`src/rtl/referee_frame_field_extractor_top_macros.svh`:
```
// assertion macros shared by the rtl
// every macro samples on clk_i and is disabled while rst_ni is low
`ifndef REFEREE_FRAME_FIELD_EXTRACTOR_TOP_MACROS_SVH
`define REFEREE_FRAME_FIELD_EXTRACTOR_TOP_MACROS_SVH

`ifndef SYNTHESIS

// plain property, checked at every rising edge of clk_i
`define RFFE_ASSERT(lbl, prop, msg) \
  lbl: assert property (@(posedge clk_i) disable iff (!rst_ni) (prop)) else $error(msg);

// same-cycle implication
`define RFFE_ASSERT_IMP(lbl, ante, cons, msg) \
  lbl: assert property (@(posedge clk_i) disable iff (!rst_ni) (ante) |-> (cons)) \
    else $error(msg);

// next-cycle implication
`define RFFE_ASSERT_NXT(lbl, ante, cons, msg) \
  lbl: assert property (@(posedge clk_i) disable iff (!rst_ni) (ante) |=> (cons)) \
    else $error(msg);

`else

`define RFFE_ASSERT(lbl, prop, msg)
`define RFFE_ASSERT_IMP(lbl, ante, cons, msg)
`define RFFE_ASSERT_NXT(lbl, ante, cons, msg)

`endif

`endif

```
`src/rtl/rffe_pkg.sv`:
```
package rffe_pkg;

  // matcher and store geometry
  localparam int NumMatchers = 4;
  localparam int MatchAw     = $clog2(NumMatchers);
  localparam int StoreDepth  = 43;
  localparam int StoreAw     = $clog2(StoreDepth);
  localparam int CountW      = 5;

  // header bytes
  localparam logic [7:0]        StartByte = 8'hA5;
  localparam logic [CountW-1:0] SkipCount = CountW'(2);

  // power buffer clamp limits (60.0f and +inf)
  localparam logic [31:0] BufferLimitBits = 32'h4270_0000;
  localparam logic [31:0] FloatInfBits    = 32'h7F80_0000;

  // per-matcher header codes and store regions
  localparam logic [7:0] LenCode [NumMatchers] = '{8'h08, 8'h01, 8'h06, 8'h14};
  localparam logic [7:0] CmdCode [NumMatchers] = '{8'h01, 8'h02, 8'h03, 8'h04};
  localparam logic [StoreAw-1:0] RegionBase [NumMatchers] =
    '{StoreAw'(0), StoreAw'(10), StoreAw'(13), StoreAw'(21)};
  localparam logic [CountW-1:0] RegionLen [NumMatchers] =
    '{CountW'(10), CountW'(3), CountW'(8), CountW'(22)};

  // store write request from one matcher
  typedef struct packed {
    logic              en;
    logic [CountW-1:0] offset;
  } store_wr_t;

  // decoded result fields
  typedef struct packed {
    logic [15:0] max_health;
    logic [7:0]  robot_level;
    logic [7:0]  projectile_type;
    logic [7:0]  fire_rate;
    logic [31:0] projectile_speed_bits;
    logic [31:0] chassis_voltage_bits;
    logic [31:0] chassis_current_bits;
    logic [31:0] chassis_power_bits;
    logic [31:0] power_buffer_bits;
    logic [15:0] small_barrel_heat;
    logic [15:0] large_barrel_heat;
  } result_t;

  // matcher that owns a given store entry
  function automatic logic [MatchAw-1:0] owner_of(input int idx);
    logic [MatchAw-1:0] owner;
    owner = '0;
    for (int m = 0; m < NumMatchers; m++) begin
      if (idx >= int'(RegionBase[m])) begin
        owner = MatchAw'(m);
      end
    end
    return owner;
  endfunction

endpackage

```
`src/rtl/referee_frame_field_extractor_top.sv`:
```
// channel  | direction | handshake               | payload
// ---------+-----------+-------------------------+------------------------------
// in       | sink      | in_valid_i / in_stall_o | byte_in_i
// out      | source    | out_valid_o/out_stall_i | decoded fields, one per byte
//
// one byte per cycle sustained while out is not stalled;
// the byte register feeds the matchers, the result register holds the decoded fields
// reset clears the matchers, the 43-byte store and both valid flags at once
// while out is stalled a held byte waits in the input register, and in stalls
// only when that register is full and the result register cannot drain
`include "referee_frame_field_extractor_top_macros.svh"

module referee_frame_field_extractor_top
  import rffe_pkg::*;
(
  input  logic        clk_i,
  input  logic        rst_ni,
  input  logic        in_valid_i,
  output logic        in_stall_o,
  input  logic [7:0]  byte_in_i,
  output logic        out_valid_o,
  input  logic        out_stall_i,
  output logic [15:0] max_health_o,
  output logic [7:0]  robot_level_o,
  output logic [7:0]  projectile_type_o,
  output logic [7:0]  fire_rate_o,
  output logic [31:0] projectile_speed_bits_o,
  output logic [31:0] chassis_voltage_bits_o,
  output logic [31:0] chassis_current_bits_o,
  output logic [31:0] chassis_power_bits_o,
  output logic [31:0] power_buffer_bits_o,
  output logic [15:0] small_barrel_heat_o,
  output logic [15:0] large_barrel_heat_o
);

  logic       in_valid_q;
  logic [7:0] byte_q;
  logic       out_valid_q;
  result_t    res_q, res_d;
  logic       adv;
  logic       proc;
  store_wr_t  wr [NumMatchers];
  logic [NumMatchers-1:0] wr_en;

  // pipeline control
  assign adv        = !out_valid_q || !out_stall_i;
  assign proc       = in_valid_q && adv;
  assign in_stall_o = in_valid_q && !adv;

  // input register
  always_ff @(posedge clk_i or negedge rst_ni) begin
    if (!rst_ni) begin
      in_valid_q <= 1'b0;
    end else if (!in_stall_o) begin
      in_valid_q <= in_valid_i;
    end
  end

  always_ff @(posedge clk_i) begin
    if (in_valid_i && !in_stall_o) begin
      byte_q <= byte_in_i;
    end
  end

  // four header matchers
  for (genvar m = 0; m < NumMatchers; m++) begin : g_match
    rffe_matcher u_matcher (
      .clk_i        (clk_i),
      .rst_ni       (rst_ni),
      .adv_i        (proc),
      .byte_i       (byte_q),
      .len_code_i   (LenCode[m]),
      .cmd_code_i   (CmdCode[m]),
      .region_len_i (RegionLen[m]),
      .wr_o         (wr[m])
    );
    assign wr_en[m] = wr[m].en;
  end

  // payload store and field decode
  rffe_store u_store (
    .clk_i  (clk_i),
    .rst_ni (rst_ni),
    .wr_i   (wr),
    .byte_i (byte_q),
    .res_o  (res_d)
  );

  // result register
  always_ff @(posedge clk_i or negedge rst_ni) begin
    if (!rst_ni) begin
      out_valid_q <= 1'b0;
    end else if (adv) begin
      out_valid_q <= in_valid_q;
    end
  end

  always_ff @(posedge clk_i) begin
    if (proc) begin
      res_q <= res_d;
    end
  end

  assign out_valid_o             = out_valid_q;
  assign max_health_o            = res_q.max_health;
  assign robot_level_o           = res_q.robot_level;
  assign projectile_type_o       = res_q.projectile_type;
  assign fire_rate_o             = res_q.fire_rate;
  assign projectile_speed_bits_o = res_q.projectile_speed_bits;
  assign chassis_voltage_bits_o  = res_q.chassis_voltage_bits;
  assign chassis_current_bits_o  = res_q.chassis_current_bits;
  assign chassis_power_bits_o    = res_q.chassis_power_bits;
  assign power_buffer_bits_o     = res_q.power_buffer_bits;
  assign small_barrel_heat_o     = res_q.small_barrel_heat;
  assign large_barrel_heat_o     = res_q.large_barrel_heat;

  // store is written only for a byte that is being processed
  `RFFE_ASSERT_IMP(a_wr_only_on_proc, |wr_en, proc, "store write without a processed byte")

  // a new result comes only from a held byte
  `RFFE_ASSERT_IMP(a_out_from_in, $rose(out_valid_q), $past(in_valid_q),
                   "result without a byte")

  // a delivered power buffer above 60.0 must be nan or negative
  `RFFE_ASSERT(a_buf_clamped,
               !out_valid_q || power_buffer_bits_o[31] ||
               (power_buffer_bits_o <= BufferLimitBits) ||
               (power_buffer_bits_o > FloatInfBits),
               "power buffer not clamped")

  // a processed byte always yields a valid result next cycle
  `RFFE_ASSERT_NXT(a_proc_to_out, proc, out_valid_q, "processed byte lost")

endmodule

```
`src/rtl/rffe_matcher.sv`:
```
module rffe_matcher
  import rffe_pkg::*;
(
  input  logic              clk_i,
  input  logic              rst_ni,
  input  logic              adv_i,
  input  logic [7:0]        byte_i,
  input  logic [7:0]        len_code_i,
  input  logic [7:0]        cmd_code_i,
  input  logic [CountW-1:0] region_len_i,
  output store_wr_t         wr_o
);

  typedef enum logic [2:0] {
    PhStart,
    PhLength,
    PhZeroA,
    PhSkip,
    PhCommand,
    PhZeroB,
    PhPayload
  } phase_e;

  phase_e            phase_q, phase_d;
  logic [CountW-1:0] cnt_q, cnt_d;
  logic [CountW-1:0] cnt_inc;

  assign cnt_inc = cnt_q + CountW'(1);

  // header walk and payload offset
  always_comb begin
    phase_d   = phase_q;
    cnt_d     = cnt_q;
    wr_o.en     = 1'b0;
    wr_o.offset = cnt_q;
    unique case (phase_q)
      PhStart:   phase_d = (byte_i == StartByte) ? PhLength : PhStart;
      PhLength:  phase_d = (byte_i == len_code_i) ? PhZeroA : PhStart;
      PhZeroA:   phase_d = (byte_i == 8'h00) ? PhSkip : PhStart;
      PhSkip: begin
        cnt_d = cnt_inc;
        if (cnt_inc >= SkipCount) begin
          phase_d = PhCommand;
          cnt_d   = '0;
        end
      end
      PhCommand: phase_d = (byte_i == cmd_code_i) ? PhZeroB : PhStart;
      PhZeroB:   phase_d = (byte_i == 8'h00) ? PhPayload : PhStart;
      PhPayload: begin
        wr_o.en = adv_i && (cnt_q < region_len_i);
        cnt_d   = cnt_inc;
        if (cnt_inc >= region_len_i) begin
          phase_d = PhStart;
          cnt_d   = '0;
        end
      end
      default:   phase_d = PhStart;
    endcase
  end

  // state, updated once per processed byte
  always_ff @(posedge clk_i or negedge rst_ni) begin
    if (!rst_ni) begin
      phase_q <= PhStart;
      cnt_q   <= '0;
    end else if (adv_i) begin
      phase_q <= phase_d;
      cnt_q   <= cnt_d;
    end
  end

endmodule

```
`src/rtl/rffe_store.sv`:
```
module rffe_store
  import rffe_pkg::*;
(
  input  logic       clk_i,
  input  logic       rst_ni,
  input  store_wr_t  wr_i [NumMatchers],
  input  logic [7:0] byte_i,
  output result_t    res_o
);

  logic [7:0]            store_q [StoreDepth];
  logic [7:0]            store_d [StoreDepth];
  logic [StoreDepth-1:0] hit;
  logic [31:0]           buf_raw;

  // each entry belongs to exactly one matcher region
  for (genvar i = 0; i < StoreDepth; i++) begin : g_entry
    localparam logic [MatchAw-1:0] Owner  = owner_of(i);
    localparam logic [CountW-1:0]  Offset = CountW'(i - int'(RegionBase[Owner]));
    assign hit[i] = wr_i[Owner].en && (wr_i[Owner].offset == Offset);
  end

  // store contents after this byte
  always_comb begin
    for (int i = 0; i < StoreDepth; i++) begin
      store_d[i] = hit[i] ? byte_i : store_q[i];
    end
  end

  always_ff @(posedge clk_i or negedge rst_ni) begin
    if (!rst_ni) begin
      for (int i = 0; i < StoreDepth; i++) begin
        store_q[i] <= '0;
      end
    end else begin
      store_q <= store_d;
    end
  end

  // little-endian field decode from the updated store
  assign buf_raw = {store_d[36], store_d[35], store_d[34], store_d[33]};

  always_comb begin
    res_o.max_health            = {store_d[7], store_d[6]};
    res_o.robot_level           = store_d[3];
    res_o.projectile_type       = store_d[13];
    res_o.fire_rate             = store_d[14];
    res_o.projectile_speed_bits = {store_d[18], store_d[17], store_d[16], store_d[15]};
    res_o.chassis_voltage_bits  = {store_d[24], store_d[23], store_d[22], store_d[21]};
    res_o.chassis_current_bits  = {store_d[28], store_d[27], store_d[26], store_d[25]};
    res_o.chassis_power_bits    = {store_d[32], store_d[31], store_d[30], store_d[29]};
    res_o.small_barrel_heat     = {store_d[38], store_d[37]};
    res_o.large_barrel_heat     = {store_d[40], store_d[39]};
    // positive values above 60.0 up to +inf clamp, nan and negatives pass
    if (!buf_raw[31] && (buf_raw > BufferLimitBits) && (buf_raw <= FloatInfBits)) begin
      res_o.power_buffer_bits = BufferLimitBits;
    end else begin
      res_o.power_buffer_bits = buf_raw;
    end
  end

endmodule
```
`config.mk`:
```
export PLATFORM = sky130hd
export DESIGN_NAME = referee_frame_field_extractor_top
export DESIGN_NICKNAME = d
export VERILOG_FILES = /design/src/rtl/rffe_pkg.sv /design/src/rtl/referee_frame_field_extractor_top.sv /design/src/rtl/rffe_matcher.sv /design/src/rtl/rffe_store.sv
export VERILOG_INCLUDE_DIRS = /design/src /design/src/rtl
export SDC_FILE = /design/constraint.sdc
export NUM_CORES = 1
export LEC_CHECK = 0
export BUFFER_PORTS_ARGS = -buffer_cell sky130_fd_sc_hd__buf_2
export CAP_MARGIN = 15
export CORE_MARGIN = 5
export CORE_UTILIZATION = 38
export CTS_BUF_LIST = sky130_fd_sc_hd__clkbuf_2 sky130_fd_sc_hd__clkbuf_4 sky130_fd_sc_hd__clkbuf_8
export DETAILED_ROUTE_END_ITERATION = 10
export GPL_ROUTABILITY_DRIVEN = 1
export GPL_TIMING_DRIVEN = 1
export PLACE_DENSITY_LB_ADDON = 0.05
export REMOVE_ABC_BUFFERS = 1
export SYNTH_ARGS = -nofsm -noshare
export SYNTH_HDL_FRONTEND = slang
export SYNTH_SLANG_ARGS = --single-unit
```
`constraint.sdc`:
```
create_clock -name clk_i -period 15.9 [get_ports clk_i]
set_input_delay 0.795 -clock clk_i [delete_from_list [all_inputs] [get_ports clk_i]]
set_output_delay 0.795 -clock clk_i [all_outputs]
set_load 0.005 [all_outputs]
```
==> reports/results.tsv <==
stage	metric	value	unit
synth	yosys-top-cells-area	edfxtp_1, dfrtp_1, mux2_2	
worst_setup_path	ff2ff_setup_slack	12.13	ns
min_path	hold_class	primary input to asynchronous set/reset pin	
clock_network	clkTransAtPathRegs	0.06	ns
synth	async_reset_ff_share	51.8	%
floorplan	row_count	81	
worst_setup_path	crit_fanout	20	
worst_setup_path	slowest_stage	edfxtp_1	
worst_setup_path	cp-end-kind	flop	
floorplan	die_y	232	um
finish	layout-drive-gt1-share	46.6	%
sta	final_max_slew_viol_count	0	
floorplan	die_w	232	um
global_route	grt_overflow	0	
clock_network	cts.sinks	498	
global_route	grt_pass1_vias	11100	
sta	hold_viol_final	0	
finish	fillers	4468	
sta	finalSetupViolations	0	
global_route	grt_usage	17.1	%
synth	ys_ff_latch	498	
synth	seq_area_frac_synth	72.9	%
placed_design	dp.cells	1978	
sta	fmax	265	MHz
drt	dr.pass1.iters	5	
sta	min_period	3.77	ns
clock_network	postCtsResizedCells	0	
drt	ant_nets	0	
synth	avgSynthCellArea	16.8	um^2
placed_design	port-buffer-count	245	
synth	synth_top_cell_by_area	edfxtp_1	
floorplan	die_area	53900	um^2
placed_design	routabilityCongestion	0.774	
sta	finClkSkew	0.0299	ns
worst_setup_path	cpMostUsedCell	buf_4	
global_route	grt_max_degree	108	
pwr	power	2.73	mW
clock_network	clockRootBuffer	clkbuf_8	
floorplan	start_util	38.4	%
worst_setup_path	critPathLaunchType	flop	
drt	detail_route.wirelength	46000	um
drt	remaining_drc_errors	0	
placed_design	placed_area	20700	um^2
finish	nets	1427	
clock_network	clk_latency	0.66	ns
floorplan	ios	246	
finish	multi_input_area	4740	um^2
global_route	antenna_found_initial	4	
sta	holdWs	0.136	ns
drt	vias	10400	
drt	via_per_inst	4.88	
drt	drt_iter0_markers	599	
finish	fin_area	22500	um^2
worst_setup_path	rr_worst_depth	8	
synth	synth_top_area_share	38.4	%
sta	maxSlewHeadroom	29.9	%
synth	ys.flop_type	dfrtp_1	
clock_network	numCtsBuffers	86	
worst_setup_path	rr_startpoint	byte_q[3]	
synth	netlist_instances	1115	
pwr	total_leakage_power	10.4	nW
clock_network	cts_hold_buffers	0	
finish	ff_latch_area	13700	um^2
sta	post-route-period-util	23.7	%
clock_network	clockBufferDepth	3	
finish	area_growth	20.0	%
finish	finalNonFillerCells	2139	
synth	syn_area	18700	um^2
worst_setup_path	rr_endpoint	power_buffer_bits_o[23]	
synth	synth_edf_count	240	
sta	tightest_slew	1.05	ns
floorplan	core_area	48800	um^2
worst_setup_path	crit_required	16.27	ns
sta	setup_tns	0	ns
pwr	ir_drop	0.0000647	V
job	drv_cap	0	
worst_setup_path	crit_chain	buf_4 -> or4_1 -> nor4_1 -> mux2_4 -> o211ai_1 -> o21ai_2 -> buf_4 -> a21boi_0	
synth	yosysUniqueCellTypes	62	
drt	avgRoutedWirePerCell	21.5	um
synth	yosysWarnings	0	
worst_setup_path	critical_path_class	flop to flop	
worst_setup_path	max_stage_delay	0.78	ns
clock_network	cts_setup_buffers	0	
run_status	outcome	finished clean	
pwr	power_density	122	nW/um^2
placed_design	hpwl	27600	um
clock_network	cts_tree	built	
global_route	grt_pass1_wl	70000	um
sta	rsz0062_at_grt	no	
clock_network	h-tree-depth	3	
worst_setup_path	arrival	4.14	ns
## per-layer routing
layer / vias to the layer above / share of wire [%] / track usage [%]
met5: - / 0.015 / 0
met4: 2 / 2.2 / 5.02
met3: 85 / 6.0 / 5.22
met2: 252 / 47 / 26.7
met1: 5381 / 45 / 23.3
li1: 4724 / - / -
## critical path: cells and delay by family, from the launching register on
family | cells | cell delay (ns)
AND/OR/NAND/NOR | 2 | 0.90
buffers and inverters | 2 | 0.83
flip-flops | 1 | 0.78
AO/OA/AOI/OAI | 3 | 0.74
multiplexers | 1 | 0.20
## stage by stage
stage,worst slack (ns),util [%]
5_1_grt,11.91,46.0
2_1_floorplan,7.86,-
3_5_place_dp,11.73,42.3
3_3_place_gp,11.76,42.3
4_1_cts,12.07,46.0
6_report,12.13,46.1
## cell usage in the layout (no fill, tap or decap), drive strengths merged, types with 7 or more instances in the layout
master,count
a21oi,9
o21ai,15
mux2,238
nor2b,10
nor3,15
a21o,8
a21boi,25
clkbuf,140
nand2,49
nor2,19
ha,13
buf,262
clkinv,13
edfxtp,240
nor4,11
dfrtp,258
inv,16
nand3,29
and3,7
## area by class of cell
class                      instances  area share [%]
tap                              664            3.69
antenna                            3          0.0334
clock inverter                    18           0.528
clock buffer                     140            7.62
sequential                       498            60.7
timing repair buffer             262            6.06
multi-input combinational        540            21.1
inverter                          14           0.267
## sequential cells by signal, summed over array words and instances, names as in the netlist, 8 cells and up
name / flops
byte_q: 8
chassis_current_bits_o: 32
chassis_power_bits_o: 32
chassis_voltage_bits_o: 32
fire_rate_o: 8
g_match.u_matcher.cnt_q: 15
g_match.u_matcher.phase_q: 9
large_barrel_heat_o: 16
max_health_o: 16
power_buffer_bits_o: 32
projectile_speed_bits_o: 32
projectile_type_o: 8
robot_level_o: 8
small_barrel_heat_o: 16
u_store.store_q: 232
## report_power, final
group,total (mW),internal [mW],switching [mW]
logic,0.110,0.0292,0.0812
registers,1.41,1.40,0.0158
clock network,1.21,0.697,0.515
## cell families after synthesis
group / count (synthesis) / share of synthesized area (%)
flip-flops: 498 / 72.9
multiplexers: 244 / 14.6
AND/OR/NAND/NOR: 179 / 5.20
AO/OA/AOI/OAI: 97 / 4.20
buffers and inverters: 77 / 1.90
adder cells (fa/ha/maj): 13 / 0.868
XOR/XNOR: 7 / 0.327
## worst max path at each step
| stage | from | end | depth (start not counted) |
|---|---|---|---|
| final | byte_q[3] | power_buffer_bits_o[23] | 8 |
| after CTS | byte_q[3] | power_buffer_bits_o[23] | 8 |
| after global placement | out_stall_i | fire_rate_o[6] | 5 |
| after detailed placement | out_stall_i | fire_rate_o[7] | 5 |
| after floorplan | out_stall_i | g_match[3].u_matcher.cnt_q[4] | 5 |
| after global routing | byte_q[3] | power_buffer_bits_o[23] | 8 |
## synthesized netlist by cell type, types with 13 or more instances
cell type and instances:
edfxtp_1 240, a21boi_2 20, o21ai_0 14, dfrtp_1 258, mux2_2 237, nor3_1 15
ha_1 13, nand3_1 29, nand2_1 49, clkbuf_1 50, nor2_1 19, inv_1 13
Note: power is estimated with default switching activity, not from simulation.
